$ cat src/rtl/uad_pkg.sv
// ----------------------------------------------------------------------------
// uad_pkg: shared types and constants for unsigned_to_ascii_digits
// Beat types, controller/datapath command and status bundles, and the
// digit-to-ASCII mapping.
// ----------------------------------------------------------------------------
package uad_pkg;

    localparam int VALUE_WIDTH = 32;

    // Number of decimal digits of 2**VALUE_WIDTH - 1 (30103 / 100000 ~ log10(2)).
    localparam int DEC_DIGITS  = (VALUE_WIDTH * 30103) / 100000 + 1;
    localparam int HEX_DIGITS  = (VALUE_WIDTH + 3) / 4;
    localparam int MAX_DIGITS  = (DEC_DIGITS > HEX_DIGITS) ? DEC_DIGITS : HEX_DIGITS;
    localparam int DIG_W       = MAX_DIGITS * 4;
    localparam int DAB_W       = DEC_DIGITS * 4;
    localparam int BIT_CNT_W   = $clog2(VALUE_WIDTH + 1);
    localparam int DIG_CNT_W   = $clog2(MAX_DIGITS + 1);

    localparam logic [1:0] OP_DEC       = 2'd0;
    localparam logic [1:0] OP_HEX_LOWER = 2'd1;
    localparam logic [1:0] OP_HEX_UPPER = 2'd2;

    localparam logic [6:0] ASCII_ZERO  = 7'h30;
    localparam logic [6:0] ASCII_LOWER = 7'h57;  // 'a' - 10
    localparam logic [6:0] ASCII_UPPER = 7'h37;  // 'A' - 10

    typedef struct packed {
        logic [1:0]             op;
        logic [VALUE_WIDTH-1:0] value;
    } in_beat_t;

    typedef struct packed {
        logic [6:0] character;
        logic       last;
    } out_beat_t;

    typedef struct packed {
        logic load;
        logic dabble;
        logic align;
        logic shift;
    } dp_cmd_t;

    typedef struct packed {
        logic is_dec;
        logic bits_done;
        logic top_zero;
        logic one_left;
    } dp_status_t;

    function automatic logic [6:0] digit_to_ascii(input logic [3:0] digit,
                                                  input logic       upper);
        logic [6:0] base;
        if (digit < 4'd10) begin
            base = ASCII_ZERO;
        end else if (upper) begin
            base = ASCII_UPPER;
        end else begin
            base = ASCII_LOWER;
        end
        return 7'(base + {3'b000, digit});
    endfunction

endpackage

$ cat src/rtl/unsigned_to_ascii_digits.sv
// Sequence: decimal values are loaded, converted one value bit per step in the dabble state,
// aligned, stripped of up to nine leading zeros in the skip state and then emitted.
// Hex values are loaded, pass the dabble state unconverted, drop up to seven zeros and emit.
// Flow: one value at a time, taken only in idle, and output stalls hold the emit state;
// skipped and emitted digits always total ten for decimal and eight for hex.
// Reset: synchronous active-low aresetn returns the sequencer to idle.
// ----------------------------------------------------------------------------
// unsigned_to_ascii_digits: unsigned value to ASCII digit stream
// Converts a value to decimal, lowercase hex or uppercase hex characters,
// most significant first, leading zeros removed, last beat flagged.
// ----------------------------------------------------------------------------
module unsigned_to_ascii_digits (
    input  logic               aclk,
    input  logic               aresetn,
    input  logic               s_valid,
    output logic               s_ready,
    input  uad_pkg::in_beat_t  s_data,
    output logic               m_valid,
    input  logic               m_ready,
    output uad_pkg::out_beat_t m_data
);

    uad_pkg::dp_cmd_t    cmd;
    uad_pkg::dp_status_t status;

    uad_ctrl u_ctrl (
        .aclk    (aclk),
        .aresetn (aresetn),
        .s_valid (s_valid),
        .s_ready (s_ready),
        .m_valid (m_valid),
        .m_ready (m_ready),
        .status  (status),
        .cmd     (cmd)
    );

    uad_dp u_dp (
        .aclk     (aclk),
        .in_beat  (s_data),
        .cmd      (cmd),
        .status   (status),
        .out_beat (m_data)
    );

endmodule

$ cat src/rtl/uad_ctrl.sv
// ----------------------------------------------------------------------------
// uad_ctrl: conversion sequencer
// Steps each value through load, binary-to-BCD conversion, leading zero
// skipping and character output.
// ----------------------------------------------------------------------------
module uad_ctrl (
    input  logic                aclk,
    input  logic                aresetn,
    input  logic                s_valid,
    output logic                s_ready,
    output logic                m_valid,
    input  logic                m_ready,
    input  uad_pkg::dp_status_t status,
    output uad_pkg::dp_cmd_t    cmd
);

    typedef enum logic [3:0] {
        ST_IDLE   = 4'b0001,
        ST_DABBLE = 4'b0010,
        ST_SKIP   = 4'b0100,
        ST_EMIT   = 4'b1000
    } state_t;

    state_t state_reg;
    state_t state_next;

    always_ff @(posedge aclk) begin
        if (!aresetn) begin
            state_reg <= ST_IDLE;
        end else begin
            state_reg <= state_next;
        end
    end

    always_comb begin
        state_next = state_reg;
        cmd        = '0;
        s_ready    = 1'b0;
        m_valid    = 1'b0;
        unique case (state_reg)
            ST_IDLE: begin
                s_ready = 1'b1;
                if (s_valid) begin
                    cmd.load   = 1'b1;
                    state_next = ST_DABBLE;
                end
            end
            ST_DABBLE: begin
                // Hex values skip conversion; the digits are already nibbles.
                if (!status.is_dec) begin
                    state_next = ST_SKIP;
                end else if (status.bits_done) begin
                    cmd.align  = 1'b1;
                    state_next = ST_SKIP;
                end else begin
                    cmd.dabble = 1'b1;
                end
            end
            ST_SKIP: begin
                // Drop leading zeros but always keep the final digit.
                if (status.top_zero && !status.one_left) begin
                    cmd.shift = 1'b1;
                end else begin
                    state_next = ST_EMIT;
                end
            end
            ST_EMIT: begin
                m_valid = 1'b1;
                if (m_ready) begin
                    cmd.shift = 1'b1;
                    if (status.one_left) begin
                        state_next = ST_IDLE;
                    end
                end
            end
            default: begin
                state_next = ST_IDLE;
            end
        endcase
    end

endmodule

$ cat src/rtl/uad_dp.sv
// ----------------------------------------------------------------------------
// uad_dp: digit datapath
// Holds the value, runs a shift-and-add-3 binary-to-BCD conversion one bit
// per cycle, and shifts left-aligned digits out most significant first.
// ----------------------------------------------------------------------------
module uad_dp (
    input  logic                aclk,
    input  uad_pkg::in_beat_t   in_beat,
    input  uad_pkg::dp_cmd_t    cmd,
    output uad_pkg::dp_status_t status,
    output uad_pkg::out_beat_t  out_beat
);

    logic [uad_pkg::VALUE_WIDTH-1:0] bin_reg;
    logic [uad_pkg::DAB_W-1:0]       dab_reg;
    logic [uad_pkg::DIG_W-1:0]       dig_reg;
    logic [uad_pkg::BIT_CNT_W-1:0]   bit_cnt_reg;
    logic [uad_pkg::DIG_CNT_W-1:0]   dig_cnt_reg;
    logic                            upper_reg;
    logic                            dec_reg;

    logic [uad_pkg::DAB_W-1:0]       dab_adj;
    logic [3:0]                      top_digit;

    // Add 3 to every BCD digit of 5 or more before the shift.
    always_comb begin
        for (int i = 0; i < uad_pkg::DEC_DIGITS; i++) begin
            if (dab_reg[i*4 +: 4] >= 4'd5) begin
                dab_adj[i*4 +: 4] = 4'(dab_reg[i*4 +: 4] + 4'd3);
            end else begin
                dab_adj[i*4 +: 4] = dab_reg[i*4 +: 4];
            end
        end
    end

    always_ff @(posedge aclk) begin
        if (cmd.load) begin
            bin_reg     <= in_beat.value;
            dab_reg     <= '0;
            bit_cnt_reg <= uad_pkg::BIT_CNT_W'(uad_pkg::VALUE_WIDTH);
            upper_reg   <= in_beat.op[1];
            dec_reg     <= (in_beat.op == uad_pkg::OP_DEC);
            if (in_beat.op == uad_pkg::OP_DEC) begin
                dig_cnt_reg <= uad_pkg::DIG_CNT_W'(uad_pkg::DEC_DIGITS);
            end else begin
                dig_reg     <= uad_pkg::DIG_W'(in_beat.value)
                               << (uad_pkg::DIG_W - uad_pkg::HEX_DIGITS * 4);
                dig_cnt_reg <= uad_pkg::DIG_CNT_W'(uad_pkg::HEX_DIGITS);
            end
        end
        if (cmd.dabble) begin
            {dab_reg, bin_reg} <= {dab_adj[uad_pkg::DAB_W-2:0], bin_reg, 1'b0};
            bit_cnt_reg        <= bit_cnt_reg - 1'b1;
        end
        if (cmd.align) begin
            dig_reg <= uad_pkg::DIG_W'(dab_reg) << (uad_pkg::DIG_W - uad_pkg::DAB_W);
        end
        if (cmd.shift) begin
            dig_reg     <= dig_reg << 4;
            dig_cnt_reg <= dig_cnt_reg - 1'b1;
        end
    end

    assign top_digit = dig_reg[uad_pkg::DIG_W-1 -: 4];

    always_comb begin
        status.is_dec    = dec_reg;
        status.bits_done = (bit_cnt_reg == '0);
        status.top_zero  = (top_digit == 4'd0);
        status.one_left  = (dig_cnt_reg == uad_pkg::DIG_CNT_W'(1));

        out_beat.character = uad_pkg::digit_to_ascii(top_digit, upper_reg);
        out_beat.last      = (dig_cnt_reg == uad_pkg::DIG_CNT_W'(1));
    end

endmodule

$ cat config.mk
export PLATFORM = sky130hd
export DESIGN_NAME = unsigned_to_ascii_digits
export DESIGN_NICKNAME = d
export VERILOG_FILES = /design/src/rtl/uad_pkg.sv /design/src/rtl/unsigned_to_ascii_digits.sv /design/src/rtl/uad_ctrl.sv /design/src/rtl/uad_dp.sv
export SDC_FILE = /design/constraint.sdc
export NUM_CORES = 1
export LEC_CHECK = 0
export BUFFER_PORTS_ARGS = -buffer_cell sky130_fd_sc_hd__buf_2
export CORE_MARGIN = 2
export CORE_UTILIZATION = 60
export DETAILED_ROUTE_END_ITERATION = 8
export PLACE_DENSITY = 0.79
export SLEW_MARGIN = 20
export SYNTH_ARGS = -nofsm -noshare
export SYNTH_HDL_FRONTEND = slang
export SYNTH_SLANG_ARGS = --single-unit
$ cat constraint.sdc
create_clock -name aclk -period 11.5 [get_ports aclk]
set_clock_uncertainty 0.15 [all_clocks]
set_input_delay 1.15 -clock aclk [delete_from_list [all_inputs] [get_ports aclk]]
set_output_delay 1.15 -clock aclk [all_outputs]
set_load 0.02 [all_outputs]
==> results.ini, run 1 <==
[synth]
yosysWarningCount=0
ys_seq_area_share_pct=57.2
syn_inst=573
synth_top_cell_area_share_pct=54.5
synth_edf_count=119
synth-seq-cells=128
yosysTopAreaCell=edfxtp_1
synthFlopType=edfxtp_1
synth_cell_type_count=42
synthTopCellsByArea=edfxtp_1, mux2i_1, ha_1
ys_async_sr_fraction_pct=0
syn_area_um2=6560
syn-num-nets=637
syn_avg_cell_area_um2=11.5

[cts]
path_clk_slew_ns=0.06
cts_tree=done
ctsResizeCount=0
cts_hold_repair.buffers=0
cts_buffer_depth=2
clock-sinks=128
cts_root_buffer=clkbuf_8
insertion_delay_ns=0.53
post_cts_buffers=0
htree_levels=4
cts-buffers-inserted=17

[final_layout]
final_nets=682
diodes=0
syn_to_final_growth_pct=13.3
final_area_um2=7430
drive_above_1_share_pct=14.4
finalNonFillerCells=771
fillerInstances=783

[hold_path]
min-delay-start=u_dp.dig_reg[2]
holdPathStages=2
hp-class=flop to flop
min_to=u_dp.dig_reg[2]

[floorplanning]
num_rows=38
start_util_pct=61.1
coreArea_um2=10700
die_area_um2=11800
die_height_um=109
die_w_um=109
io_pins=48

[power]
p_clk_share_pct=42.4
p_leak_nw=3.00
swShare_pct=25.4
ir_drop_mv=0.133
comb_power_share_pct=10.8
p_total_w=0.00127
p_int_w=0.000949
seqPwrFrac_pct=46.8
pwr_density_cell_nw_per_um2=171
switchingPower_w=0.000324

[sta]
setup_viol=0
relSlewSlack_pct=30.2
hold_violations=0
finalMaxSlewViolations=0
min_period_ns=3.98
rsz0062_at_grt=no
timing.fmax_mhz=252
tightest_slew_ns=1.05
fin_crit_sh_pct=34.6
fin_ws_ns=7.52
tns_ns=0

[setup_path]
cp_data_required_time_ns=10.20
cp_cell_sequence=o21ai_0 > inv_1 > ha_1 > fa_1 > a21o_1 > nand2_1 > o21ai_0 > buf_2
critPathKind=flop to output port
worstRegToRegCells=5
r2r_end=u_dp.dig_reg[5]
startpoint_type=flop
rrSetupSlack_ns=8.76
crit_path_end_kind=output port
worst_ep_arrival_time_ns=2.68
crit_slowest_cell=edfxtp_1
max_stage_delay_ns=0.50
reg2reg_from=u_dp.dig_reg[37]
crit_fanout=6
crit_top_cell=o21ai_0

[place]
port_buffers=47
post-dp-hpwl_um=8240
numPlacedInstances=739
place_ws_ns=8.12
placed_area_um2=6830
gp_congestion=0.830

[run]
maxCapViolCount=0

[routing]
viasPerCell=5.82
drc=0
antenna_left=0
drt_iter0_markers=399
firstDrtPassIters=5
wire_per_inst_um=16.5
dr_total_vias=4491
routed_wl_um=12800

[global_routing]
grt_first_pass_wirelength_um=20800
grt_max_degree=78
grt_pass1_vias=4434
grt_use_total_pct=23.4
gr-total-overflow=0
antenna_found_initial=0

[run_status]
outcome=complete, no violations

-- per-layer routing --
layer / vias up / GRT usage (%) / part of all wire [%]
met5: - / 0 / 0
met4: 0 / 10.6 / 2.2
met3: 27 / 6.69 / 5.2
met2: 135 / 37.7 / 50
met1: 2163 / 29.4 / 43
li1: 2166 / - / -
-- worst max-delay path by stage --
stage	from	end	cells past startpoint
after floorplan	u_dp.bit_cnt_reg[0]	u_dp.bin_reg[10]	7
after global placement	u_dp.dig_reg[37]	m_data[7]	8
after detailed placement	u_dp.dig_reg[37]	m_data[7]	8
after CTS	u_dp.dig_reg[37]	m_data[7]	8
after global routing	u_dp.dig_reg[37]	m_data[7]	8
final	u_dp.dig_reg[37]	m_data[7]	8
-- logic make-up (layout without fill, tap and decap cells) --
group | count (synthesis) | count (layout) | share of synthesized area [%]
adder cells (fa/ha/maj) | 26 | 26 | 5.07
AO/OA/AOI/OAI | 139 | 139 | 13.4
AND/OR/NAND/NOR | 165 | 165 | 11.8
flip-flops | 128 | 128 | 57.2
multiplexers | 33 | 33 | 5.03
XOR/XNOR | 18 | 18 | 2.40
buffers and inverters | 64 | 122 | 5.02
-- metrics by stage --
step,utilization (%),hold WS [ns]
floorplan,-,0.284
global placement,63.6,0.306
detailed placement,63.6,0.318
CTS,69.2,0.336
global route,69.2,0.365
finish,69.2,0.340
-- cell usage in the layout (no fill, tap or decap), drive strengths merged, types with 4 or more instances in the layout --
cell type,instances
o22ai,6
dfxtp,9
o21bai,6
nor2,49
o21ai,55
nor2b,10
nand2,71
inv,39
clkbuf,17
buf,52
clkinvlp,5
clkinv,6
a211oi,10
edfxtp,119
nor4b,4
a21oi,25
xnor2,15
ha,25
a22o,31
nor3,10
mux2i,33
nand2b,7
-- area by class of cell --
cell class	count	area [µm²]	share of cell area, %
tap	140	175	2.36
timing repair buffer	52	273	3.67
inverter	38	143	1.92
multi-input combinational	381	2490	33.5
sequential	128	3750	50.5
clock buffer	17	414	5.57
clock inverter	15	189	2.54
-- worst max-delay path: cells and delay by family (launching register included) --
family	cells	cell delay (ns)
buffers and inverters	2	0.34
AOI/OAI and AO/OA	3	0.58
DFF	1	0.50
and+or+nand+nor	1	0.08
adders and majority gates	2	0.67
-- power by group through the flow --
stage | Combinational (W) | Clock (W) | Sequential (W)
2_1_floorplan | 0.000103 | 0 | 0.000595
3_3_place_gp | 0.000129 | 0 | 0.000601
3_5_place_dp | 0.000138 | 0 | 0.000604
4_1_cts | 0.000139 | 0.000544 | 0.000595
5_1_grt | 0.000155 | 0.000564 | 0.000601
6_report | 0.000138 | 0.000540 | 0.000595
-- Yosys cell counts (2+ instances only) --
master and number:
edfxtp_1 119, nand2_1 71, nor2_1 49, inv_1 37, o21ai_1 37, mux2i_1 33
a22o_1 31, a21oi_1 25, ha_1 25, o21ai_0 18, xnor2_1 15, a211oi_1 10
nor2b_1 10, nor3_1 10, dfxtp_1 9, buf_2 8, buf_4 7, buf_6 7
nand2b_1 7, o21bai_1 6, o22ai_1 6, clkbuf_1 3, nand3_1 3, or3_1 3
xor2_1 3, nor3b_1 2, nor4b_2 2, nor4b_4 2, or3b_1 2
(Power assumes the default switching activity.)
==> run 2: changes to the inputs <==
--- a/config.mk
+++ b/config.mk
@@ -7,9 +7,9 @@
 export LEC_CHECK = 0
 export BUFFER_PORTS_ARGS = -buffer_cell sky130_fd_sc_hd__buf_2
 export CORE_MARGIN = 2
-export CORE_UTILIZATION = 60
+export CORE_UTILIZATION = 55
 export DETAILED_ROUTE_END_ITERATION = 8
-export PLACE_DENSITY = 0.79
+export PLACE_DENSITY = 0.77
 export SLEW_MARGIN = 20
 export SYNTH_ARGS = -nofsm -noshare
 export SYNTH_HDL_FRONTEND = slang
==> constraint.sdc (replaced) <==
create_clock -name aclk -period 3.56 [get_ports aclk]
set_clock_uncertainty 0.15 [all_clocks]
set_input_delay 0.356 -clock aclk [delete_from_list [all_inputs] [get_ports aclk]]
set_output_delay 0.356 -clock aclk [all_outputs]
set_load 0.02 [all_outputs]
==> run 2 against run 1 <==
Compared with the run above:
- the flow now finishes with violations (design-rule violations)
- core utilization shrank 4.4 points
- register-to-register slack got worse by 7.9 ns
- sequential power grew to 3.2 times the previous value
- via count shrank 0.78%
- global-route usage shrank 2.2 points
- final area grew 0.40%
- sequential share of layout area decreased by 0.20 points
- first-iteration DRC count down 19%
- sequential cell count unchanged
- count of clock-buffer cells in the layout rose by 2
- setup slack got worse by 7.0 ns
- critical path type unchanged
- largest power group unchanged
- highest routed layer unchanged
==> results.ini, run 2 (same netlist as run 1, synthesis figures left out) <==
[run_status]
outcome=finished with violations
violations=design-rule violations

[hold_path]
hp-class=primary input to flop
min-delay-start=s_data[0]
min_to=u_dp.bin_reg[0]
holdPathStages=3  ; +1

[cts]
cts_tree=done
ctsResizeCount=0  ; unchanged
post_cts_buffers=0  ; unchanged
htree_levels=4  ; unchanged
insertion_delay_ns=0.41  ; -0.12 ns
cts_buffer_depth=2  ; unchanged
path_clk_slew_ns=0.06  ; about the same
cts_root_buffer=clkbuf_16
cts-buffers-inserted=17  ; unchanged
clock-sinks=128  ; unchanged

[setup_path]
critPathKind=flop to output port
crit_path_end_kind=output port
cp_data_required_time_ns=3.05  ; -7.15 ns
r2r_end=u_dp.dig_reg[32]
worst_ep_arrival_time_ns=2.53  ; -0.15 ns
startpoint_type=flop
worstRegToRegCells=5  ; unchanged
reg2reg_from=u_dp.dig_reg[37]
crit_fanout=6  ; unchanged
rrSetupSlack_ns=0.81  ; -7.95 ns

[power]
ir_drop_mv=0.387  ; +190%
p_leak_nw=3.03  ; +0.75%
p_total_w=0.00411  ; +220%
pwr_density_cell_nw_per_um2=551  ; +220%

[sta]
whs_ns=0.0574  ; -0.283 ns
tightest_slew_ns=1.04  ; -0.00572 ns
rsz0062_at_grt=no
tns_ns=0  ; unchanged
timing.fmax_mhz=329
hold_violations=0  ; unchanged
finalMaxSlewViolations=0  ; unchanged
setup_viol=0  ; unchanged
relSlewSlack_pct=30.5  ; +0.38 points
fin_crit_sh_pct=85.3
min_period_ns=3.04

[routing]
viasPerCell=5.73  ; -1.7%
firstDrtPassIters=7  ; +2
wl_met3_um=515  ; -22%
highest_layer=met4
wire_per_inst_um=16.5  ; -0.26%
dr_total_vias=4456  ; -0.78%
routed_wl_um=12800  ; +0.64%
wl_met2_um=6530  ; +2.2%
antenna_left=0  ; unchanged
drc=4  ; +4
drt_iter0_markers=325  ; -19%
wl_met1_um=5610  ; +3.2%

[final_layout]
finalNonFillerCells=778  ; +0.91%
drive_above_1_share_pct=14.2  ; -0.25 points
final_common_cell=edfxtp_1
diodes=0  ; unchanged
final_nets=686  ; +0.59%
final_util_pct=64.8  ; -4.4 points
fillerInstances=892  ; +14%
final_cell_mix=edfxtp_1, nand2_1, nor2_1
syn_to_final_growth_pct=13.8

[global_routing]
grt_max_degree=78  ; unchanged
grt_pass1_vias=4505  ; +1.6%
grt_use_total_pct=21.2  ; -2.2 points
antenna_found_initial=0  ; unchanged
gr-total-overflow=0  ; unchanged
grt_first_pass_wirelength_um=21200  ; +2.0%

[place]
numPlacedInstances=744  ; +0.68%
gp_congestion=0.794  ; -4.3%
port_buffers=47  ; unchanged
post-dp-hpwl_um=8520  ; +3.4%

[floorplanning]
num_rows=39  ; +2.6%
die_w_um=113  ; +4.3%
io_pins=48  ; unchanged
die_height_um=113  ; +4.3%
coreArea_um2=11500  ; +7.2%
die_area_um2=12800  ; +8.8%
start_util_pct=57.0  ; -4.1 points

[run]
maxCapViolCount=0  ; unchanged

## run 2: per-layer routing
metal / vias up / GRT usage [%]
li1: 2174 / -
met2: 84 / 36.8
met1: 2180 / 25.8
met5: - / 0
met3: 18 / 5.03
met4: 0 / 7.72
## run 2: metrics by stage
| step | instance area, µm² | setup WS [ns] |
|---|---|---|
| 3_3_place_gp | 6850 | 0.951 |
| 2_1_floorplan | 6560 | 0.539 |
| 4_1_cts | 7460 | 0.537 |
| 3_5_place_dp | 6850 | 0.846 |
| 5_1_grt | 7460 | 0.345 |
| 6_report | 7460 | 0.522 |
## run 2: how the worst max path moves through the flow
stage	startpoint	to	slack, ns	depth (start not counted)
2_1_floorplan	u_dp.bit_cnt_reg[0]	u_dp.bin_reg[10]	0.54	7
6_report	u_dp.dig_reg[37]	m_data[7]	0.52	8
3_5_place_dp	u_dp.dig_reg[37]	u_dp.dig_reg[17]	0.85	5
5_1_grt	u_dp.dig_reg[37]	m_data[7]	0.34	8
3_3_place_gp	u_dp.dig_reg[37]	u_dp.dig_reg[28]	0.95	5
4_1_cts	u_dp.dig_reg[37]	m_data[7]	0.54	8
## run 2: what timing repair did
action / in CTS / in global routing
endpoints found under the setup margin: 0 / 0
endpoints found under the hold margin: 2 / 0
hold buffers: 2 / 0
## run 2: critical path, stage by stage, from the launching register on
cell	delay, ns
edfxtp_1	0.50
o21ai_0	0.30
inv_1	0.16
ha_1	0.24
fa_1	0.43
a21o_1	0.19
nand2_1	0.07
o21ai_0	0.07
buf_2	0.16
## run 2: cell type report
| type | instances | area, µm² | share of cell area, % |
|---|---|---|---|
| sequential | 128 | 3750 | 50.3 |
| multi-input combinational | 381 | 2490 | 33.3 |
| clock buffer | 19 | 433 | 5.80 |
| timing repair buffer | 56 | 308 | 4.12 |
| tap | 143 | 179 | 2.40 |
| clock inverter | 13 | 161 | 2.16 |
| inverter | 38 | 143 | 1.91 |
## run 2: power by group
part / switching [W] / internal (W)
sequential: 0.0000982 / 0.00182
clock: 0.000642 / 0.00110
combinational: 0.000277 / 0.000170
total: 0.00102 / 0.00310
